**src/rtl/ypcb_pkg.sv**
```systemverilog
// Shared types, constants and the arctangent table for the camera basis core.
// No dependencies; every other file in rtl/ imports this package.
package ypcb_pkg;

  // CORDIC datapath: 30 fraction bits, two guard bits and a sign bit, rounded up.
  localparam int INNER_BITS = 30;
  localparam int CW         = 34;
  localparam int TABLE_LEN  = 24;

  // Start vector x, gain-compensated: round(K * 2^30).
  localparam logic signed [CW-1:0] GAIN_START = 34'sd652032874;

  typedef struct packed {
    logic signed [CW-1:0] x;
    logic signed [CW-1:0] y;
    logic signed [CW-1:0] z;
    logic                 flip;
  } cordic_lane_t;

  typedef struct packed {
    cordic_lane_t yaw;
    cordic_lane_t pitch;
  } cordic_pair_t;

  typedef struct packed {
    logic signed [15:0] fwd_x;
    logic signed [15:0] fwd_y;
    logic signed [15:0] fwd_z;
    logic signed [15:0] right_x;
    logic signed [15:0] right_z;
    logic signed [15:0] up_x;
    logic signed [15:0] up_y;
    logic signed [15:0] up_z;
  } basis_t;

  // round(atan(2^-i) * 2^32 / (2*pi))
  function automatic logic [31:0] atan_turn(input int step);
    logic [31:0] val;
    case (step)
      0:       val = 32'h20000000;
      1:       val = 32'h12E4051E;
      2:       val = 32'h09FB385B;
      3:       val = 32'h051111D4;
      4:       val = 32'h028B0D43;
      5:       val = 32'h0145D7E1;
      6:       val = 32'h00A2F61E;
      7:       val = 32'h00517C55;
      8:       val = 32'h0028BE53;
      9:       val = 32'h00145F2F;
      10:      val = 32'h000A2F98;
      11:      val = 32'h000517CC;
      12:      val = 32'h00028BE6;
      13:      val = 32'h000145F3;
      14:      val = 32'h0000A2FA;
      15:      val = 32'h0000517D;
      16:      val = 32'h000028BE;
      17:      val = 32'h0000145F;
      18:      val = 32'h00000A30;
      19:      val = 32'h00000518;
      20:      val = 32'h0000028C;
      21:      val = 32'h00000146;
      22:      val = 32'h000000A3;
      23:      val = 32'h00000051;
      default: val = 32'h00000000;
    endcase
    return val;
  endfunction

endpackage

```
**src/rtl/ypcb_basis.sv**
```systemverilog
// Forward, right and up vectors from the four trig values: product, cross product, pack.
// Depends on ypcb_pkg for the result struct.
module ypcb_basis
  import ypcb_pkg::*;
#(
  parameter int FRACTION_BITS = 14
) (
  input  logic                            clk,
  input  logic                            rst,
  input  logic                            adv,
  input  logic                            in_valid,
  input  logic signed [FRACTION_BITS+1:0] sy,
  input  logic signed [FRACTION_BITS+1:0] cy,
  input  logic signed [FRACTION_BITS+1:0] sp,
  input  logic signed [FRACTION_BITS+1:0] cp,
  output logic                            out_valid,
  output basis_t                          out_data
);

  localparam int TW = FRACTION_BITS + 2;
  localparam int VW = (TW + 1 > 16) ? TW + 1 : 16;
  localparam logic signed [TW:0] UNIT = (TW+1)'(1) << FRACTION_BITS;

  // Stage A: forward vector
  logic                 a_valid;
  logic signed [TW-1:0] a_sy, a_cy, a_sp, a_fx, a_fz;
  // Stage B: cross product terms
  logic                 b_valid;
  logic signed [TW-1:0] b_sy, b_cy, b_fx, b_fy, b_fz;
  logic signed [TW-1:0] b_ux, b_uy0, b_uy1, b_uz;

  logic signed [2*TW-1:0] p_fx, p_fz, p_ux, p_uy0, p_uy1, p_uz;
  logic signed [TW-1:0]   neg_sy_in, neg_sy_a;

  function automatic logic signed [15:0] pack(input logic signed [TW:0] v);
    logic signed [TW:0]   c;
    logic signed [VW-1:0] e;
    c = v;
    if (v > UNIT) begin
      c = UNIT;
    end else if (v < -UNIT) begin
      c = -UNIT;
    end
    e = VW'(c);
    return e[15:0];
  endfunction

  always_comb begin
    neg_sy_in = -sy;
    neg_sy_a  = -a_sy;
    p_fx      = cy * cp;
    p_fz      = neg_sy_in * cp;
    p_ux      = a_cy * a_sp;
    p_uy0     = neg_sy_a * a_fz;
    p_uy1     = a_cy * a_fx;
    p_uz      = a_sy * a_sp;
  end

  always_ff @(posedge clk) begin
    if (rst) begin
      a_valid   <= 1'b0;
      b_valid   <= 1'b0;
      out_valid <= 1'b0;
    end else if (adv) begin
      a_valid   <= in_valid;
      b_valid   <= a_valid;
      out_valid <= b_valid;
    end
  end

  always_ff @(posedge clk) begin
    if (adv) begin
      a_sy  <= sy;
      a_cy  <= cy;
      a_sp  <= sp;
      a_fx  <= TW'(p_fx >>> FRACTION_BITS);
      a_fz  <= TW'(p_fz >>> FRACTION_BITS);

      b_sy  <= a_sy;
      b_cy  <= a_cy;
      b_fx  <= a_fx;
      b_fy  <= a_sp;
      b_fz  <= a_fz;
      b_ux  <= -TW'(p_ux >>> FRACTION_BITS);
      b_uy0 <= TW'(p_uy0 >>> FRACTION_BITS);
      b_uy1 <= TW'(p_uy1 >>> FRACTION_BITS);
      b_uz  <= TW'(p_uz >>> FRACTION_BITS);

      out_data.fwd_x   <= pack((TW+1)'(b_fx));
      out_data.fwd_y   <= pack((TW+1)'(b_fy));
      out_data.fwd_z   <= pack((TW+1)'(b_fz));
      out_data.right_x <= pack((TW+1)'(b_sy));
      out_data.right_z <= pack((TW+1)'(b_cy));
      out_data.up_x    <= pack((TW+1)'(b_ux));
      out_data.up_y    <= pack((TW+1)'(b_uy0) + (TW+1)'(b_uy1));
      out_data.up_z    <= pack((TW+1)'(b_uz));
    end
  end

endmodule

```
**config.mk**
```make
export PLATFORM = sky130hd
export DESIGN_NAME = ypcb_basis
export DESIGN_NICKNAME = d
export VERILOG_FILES = /design/src/rtl/ypcb_pkg.sv /design/src/rtl/ypcb_basis.sv
export SDC_FILE = /design/constraint.sdc
export NUM_CORES = 2
export LEC_CHECK = 0
export ABC_AREA = 1
export BUFFER_PORTS_ARGS = -buffer_cell sky130_fd_sc_hd__buf_2
export CAP_MARGIN = 20
export CORE_ASPECT_RATIO = 0.7
export CORE_MARGIN = 1.5
export CORE_UTILIZATION = 60
export DETAILED_ROUTE_END_ITERATION = 6
export GPL_TIMING_DRIVEN = 0
export PLACE_DENSITY = 0.84
export SKIP_LAST_GASP = 1
export SLEW_MARGIN = 40
export SYNTH_ARGS = -nofsm -noshare
export SYNTH_HDL_FRONTEND = slang
export SYNTH_SLANG_ARGS = --single-unit
```
**constraint.sdc**
```tcl
create_clock -name clk -period 6.2 [get_ports clk]
set_clock_uncertainty 0.2 [all_clocks]
set_input_delay 0 -clock clk [delete_from_list [all_inputs] [get_ports clk]]
set_output_delay 0 -clock clk [all_outputs]
set_load 0.05 [all_outputs]
```
Yosys cells after proc, flatten, opt, wreduce, memory -nomap -nowiden
Index checks and enable logic that the tools add are counted.
Operators by class
  add/subtract/negate cells: 4
  multipliers: 6
  magnitude comparators: 16
  multiplexer cells: 8
  reduce and logical (&&, ||, !) cells: 8
Operators by type and width (number)
  16-bit by 16-bit multiplier with 30-bit output: 6
  16-bit 2-to-1 mux: 8
  16-bit greater-than comparator, second input constant: 7
  16-bit by 15-bit less-than comparator with 1-bit output, second input constant: 7
  16-bit negator: 3
  16-bit by 16-bit adder with 17-bit output: 1
  17-bit by 16-bit greater-than comparator with 1-bit output, second input constant: 1
  17-bit by 15-bit less-than comparator with 1-bit output, second input constant: 1
  2-bit OR reduction: 8
Storage, ports and cells
  register bits after elaboration: 355
  input port bits: 68
  output and inout port bits: 129
  word-level logic and storage cells: 75

Depth between registers and ports, before layout
  depth in word-level cells: 3
  depth in mapped cells: 37

Worst setup path before layout
OpenSTA, ideal clock, no wires.
  path type: register to register
  start: register a_sy[0]
  end: register b_uy0[13], data pin
  arrival time: 6307 ps
  required time: 5738 ps
  path slack: -570 ps
  stages on the path, launching flop included: 35
  buffers on the path: 2
  cell sequence: edfxtp_1 clkbuf_1 inv_1 ha_1 nand2_1 nor2_1 nand2_1 nor2_2 nand3_1 nand2_1 inv_1 clkbuf_1 nand2_1 fa_1 inv_1 fa_1 inv_1 fa_1 fa_1 inv_1 fa_1 inv_1 fa_1 inv_1 ha_1 nand2_1 nor2_1 inv_1 nor3_1 nand3_1 nand3_1 nand2_1 nand3_1 a21oi_1 xor2_1
On the way
  cells in the longest elaborated chain, start to end: 2
Ends and longest elaborated chain
  from (decl): RTL line ypcb_basis.sv:26  | logic signed [TW-1:0] a_sy, a_cy, a_sp, a_fx, a_fz;
  from (signal assigned): RTL line ypcb_basis.sv:73  | a_sy <= sy;
  16-bit negator: RTL line ypcb_basis.sv:50  | neg_sy_a = -a_sy;
  16-bit by 16-bit multiplier with 30-bit output: RTL line ypcb_basis.sv:54  | p_uy0 = neg_sy_a * a_fz;
  via p_uy0[27]: RTL line ypcb_basis.sv:32  | logic signed [2*TW-1:0] p_fx, p_fz, p_ux, p_uy0, p_uy1, p_uz;
  to (signal assigned): RTL line ypcb_basis.sv:85  | b_uy0 <= TW'(p_uy0 >>> FRACTION_BITS);
  to (decl): RTL line ypcb_basis.sv:30  | logic signed [TW-1:0] b_ux, b_uy0, b_uy1, b_uz;
The timed path passes the listed nets, and every way through them passes these cells.
A chain may end at the register's enable or synchronous reset.

Worst setup path after layout
  start: register a_sy[2]
  end: register b_uy0[15], data pin
The elaborated chain is that of the path after synthesis.

==> flow_results.org <==
** Synthesis
- The commonest cells after synthesis are inv_1 (2563), nand2_1 (1898), fa_1 (1483).
- The cell area that synthesis handed to floorplanning was 71800 sq um.
- Ranked by total cell area, the synthesized netlist is headed by fa_1 (41%), edfxtp_1 (15%), inv_1 (13%).
- Number of different library cells in the post-synthesis netlist :: 53
- Number of enable flip-flop cells after synthesis :: 352
- The Yosys step of the flow raised 0 warnings.
- Number of synthesized register bits :: 355
- Compound-gate portion of the synthesized area :: 2.97%
- Each instance of the synthesized netlist takes up on average 8.43 sq um.
- Most common cell in the synthesized netlist :: inv_1
- After synthesis, the share of flip-flops with an asynchronous set or reset is 0%.
- Summing the areas of all xor and xnor instances in the mapped netlist gives 1.95% of the synthesized area.
- Summing the areas of all and, or, nand and nor instances in the mapped netlist gives 15.6% of the synthesized area.
- Cell type with the largest total area after synthesis :: fa_1
- The number of nets in the synthesized netlist is 10500.
- Sequential fraction of the synthesis area :: 14.8%
- The most used flip-flop cell after synthesis is edfxtp_1.
- After technology mapping, the gate count stands at 8509.
- By area, the combinational part of the netlist is dominated by adder cells.
- Multiplexer cells account for 0% of the synthesized area.
- Proportion of netlist area held by the largest area contributor :: 41.4%
- Summing the areas of all fa, ha and maj instances in the mapped netlist gives 49.6% of the synthesized area.

** Global routing
- The first global-routing pass estimated 360 mm of wire.
- Via count of the first global-routing pass :: 62000
- Pin count of the biggest net entering global routing :: 79
- Initial antenna violation count :: 18
- Tot GR Track Use :: 39.6%
- After global routing the overflow that remains totals 0.

** Setup path
- Data arrival time of the critical path :: 7.55 ns
- Critical path class :: register to register
- Required time of the critical path :: 6.35 ns
- Largest fanout of any net on the critical path :: 9
- The worst setup path is launched from a register.
- Among all stages on the critical path, the largest delay is contributed by fa_2.
- Counting both buffers and inverters, the worst setup path holds a total of 7.
- By instance count, the cell type seen most on the critical path is fa_1.
- Stage delay of the slowest cell on the critical path :: 0.71 ns
- Broken down by cell family, the worst path's largest delay share belongs to adder cells.
- STA classifies the critical path endpoint as a register.

** Floorplan
- Height of the die :: 292 microns
- During I/O placement, the number of pins put on the boundary was 197.
- Number of rows in the core area :: 105
- Starting Density :: 60.9%
- Die area :: 122000 sq um
- The floorplan step set the die width to 416 microns.
- The region available for standard cell placement spans 118000 sq um.

** Clock tree
- For the worst-skew pair, the clock arrives at the later sink with an insertion delay of 0.62 ns.
- After clock tree synthesis, the clock-pin slew on the worst setup and hold paths is 0.06 ns.
- CTS tree :: built
- In this run, CTS created clock tree buffers numbering 40.
- H-tree levels :: 2
- The clock drives 355 sinks.
- Counting along the longest clock path gives a buffer depth of 3.
- The cell sitting at the root of the clock tree is a clkbuf_16.

** Placement
- Timing analysis after detailed placement gives a worst setup slack of -1.72 ns.
- The congestion estimate from routability-driven global placement came to 1.07.
- After legalization and detailed placement, the total HPWL measured 187 mm.
- Total of buffers placed on input and output ports :: 183

** Detailed routing
- In the routed layout, each cell is associated on average with a via count of 5.76.
- In the routed design, unresolved DRC markers number 13.
- Total vias in the final route :: 62100
- Number of DRC violations after detailed-routing iteration 0 :: 7993
- Routed Antenna Nets :: 0
- WL final :: 250 mm
- Number of detailed-route iterations in the first pass :: 7
- DR WL/cell :: 23.1 microns

** Hold path
- Hold Path Class :: input pin to register

** Status
- The flow ran to the end, but the final reports show violations.
- Failing checks :: design-rule violations, negative setup slack

** Timing
- Worst-case hold slack :: 0.0258 ns
- After layout, the minimum clock period comes to 7.40 ns.
- Adding up every negative setup slack in the final design gives -24.12 ns.
- Post-route fraction of the period consumed by the critical path :: 119%
- The count of final max-slew check failures is 0.
- Timing would allow up to 135 MHz.
- Relative slew slack :: 34.3%
- For the pin with the worst max-slew slack, the measured transition is 0.986 ns.
- After layout, the worst setup slack is -1.20 ns.
- Final count of hold timing violations :: 0
- Setup repair after global routing could not meet its margin everywhere.
- Setup violations remaining at the end of the flow were counted as 48.

** Final layout
- After the last flow step, the layout net total stands at 11200.
- Counting flops per register, the top entry is out_data.
- Fraction of layout cells with a size suffix above 1 :: 17.9%
- Compared with the post-synthesis result, the final layout area differs by 19.0%.
- Largest register FFs :: 128

** Job
- Max-cap violation count :: 0
[worst paths after layout]
path                            slack, ns      from  cells after the start   endpoint
worst min-delay path                 0.03  in_valid                      4    a_valid
worst max-delay path                -1.20   a_sy[2]                     27  b_uy0[15]
worst max register to register      -1.20   a_sy[2]                     27  b_uy0[15]
worst min register to register       0.27   a_fz[2]                      0    b_fz[2]
[timing repair]
item / in CTS / in global routing
pin swaps: 190 / 342
gates resized for setup: 707 / 750
hold buffers: 76 / 0
setup endpoints to repair: 82 / 92
cloned: 2 / 4
hold endpoints to repair: 198 / 0
setup buffers: 240 / 167
[stage by stage]
| stage | utilization, % | cell area, sq um | instances |
|---|---|---|---|
| 2_1_floorplan | - | 72200 | 8509 |
| 3_3_place_gp | 63.7 | 75000 | 10200 |
| 3_5_place_dp | 63.8 | 75200 | 10300 |
| 4_1_cts | 69.3 | 81600 | 10600 |
| 5_1_grt | 72.4 | 85400 | 10800 |
| 6_report | 72.5 | 85400 | 10800 |
[cell type report]
| type | instances | area, sq um |
|---|---|---|
| fillers | 8093 | 32500 |
| inverters | 2587 | 9840 |
| plain buffers | 237 | 1700 |
| clock inverters | 26 | 244 |
| repair buffers | 673 | 5660 |
| diodes | 11 | 27.5 |
| multi-input cells | 5294 | 54300 |
| clock buffers | 45 | 1040 |
| flip-flops and latches | 355 | 10600 |
| well taps | 1551 | 1940 |
[worst reg2reg max path, delay by kind of cell, from the launching register on]
family          cells  cell delay (ns)
buf+inv             7             0.93
flops               1             0.37
simple gates       11             1.74
fa+ha+maj           7             3.63
compound gates      2             0.32
[cell usage in the layout (no fill, tap or decap), types with 92 or more instances in the layout]
cell type,synthesis,routed
nor2_1,571,465
nand3_1,125,92
nand2_1,1898,1711
edfxtp_1,352,352
ha_1,475,386
nand2_2,11,142
a21oi_1,186,111
inv_1,2563,2455
fa_1,1483,1418
buf_2,13,192
buf_4,1,319
[cell families after synthesis]
| group | count (synthesis) |
|---|---|
| buffers and inverters | 2861 |
| and+or+nand+nor | 2795 |
| adders and majority gates | 1958 |
| AOI/OAI and AO/OA | 380 |
| DFF | 355 |
| xor gates and xnor gates | 160 |
[metal layers]
| layer | GRT usage (%) | routed length (microns) | vias to the layer above |
|---|---|---|---|
| met4 | 19.3 | 16700 | 20 |
| met5 | 0.552 | 252 | - |
| met2 | 56.5 | 104000 | 4721 |
| li1 | - | - | 25800 |
| met1 | 51.1 | 87200 | 30300 |
| met3 | 18.0 | 40900 | 1165 |
Power is not shown: default switching activity piles up to over one toggle a cycle in this logic, so the estimate is an artifact.
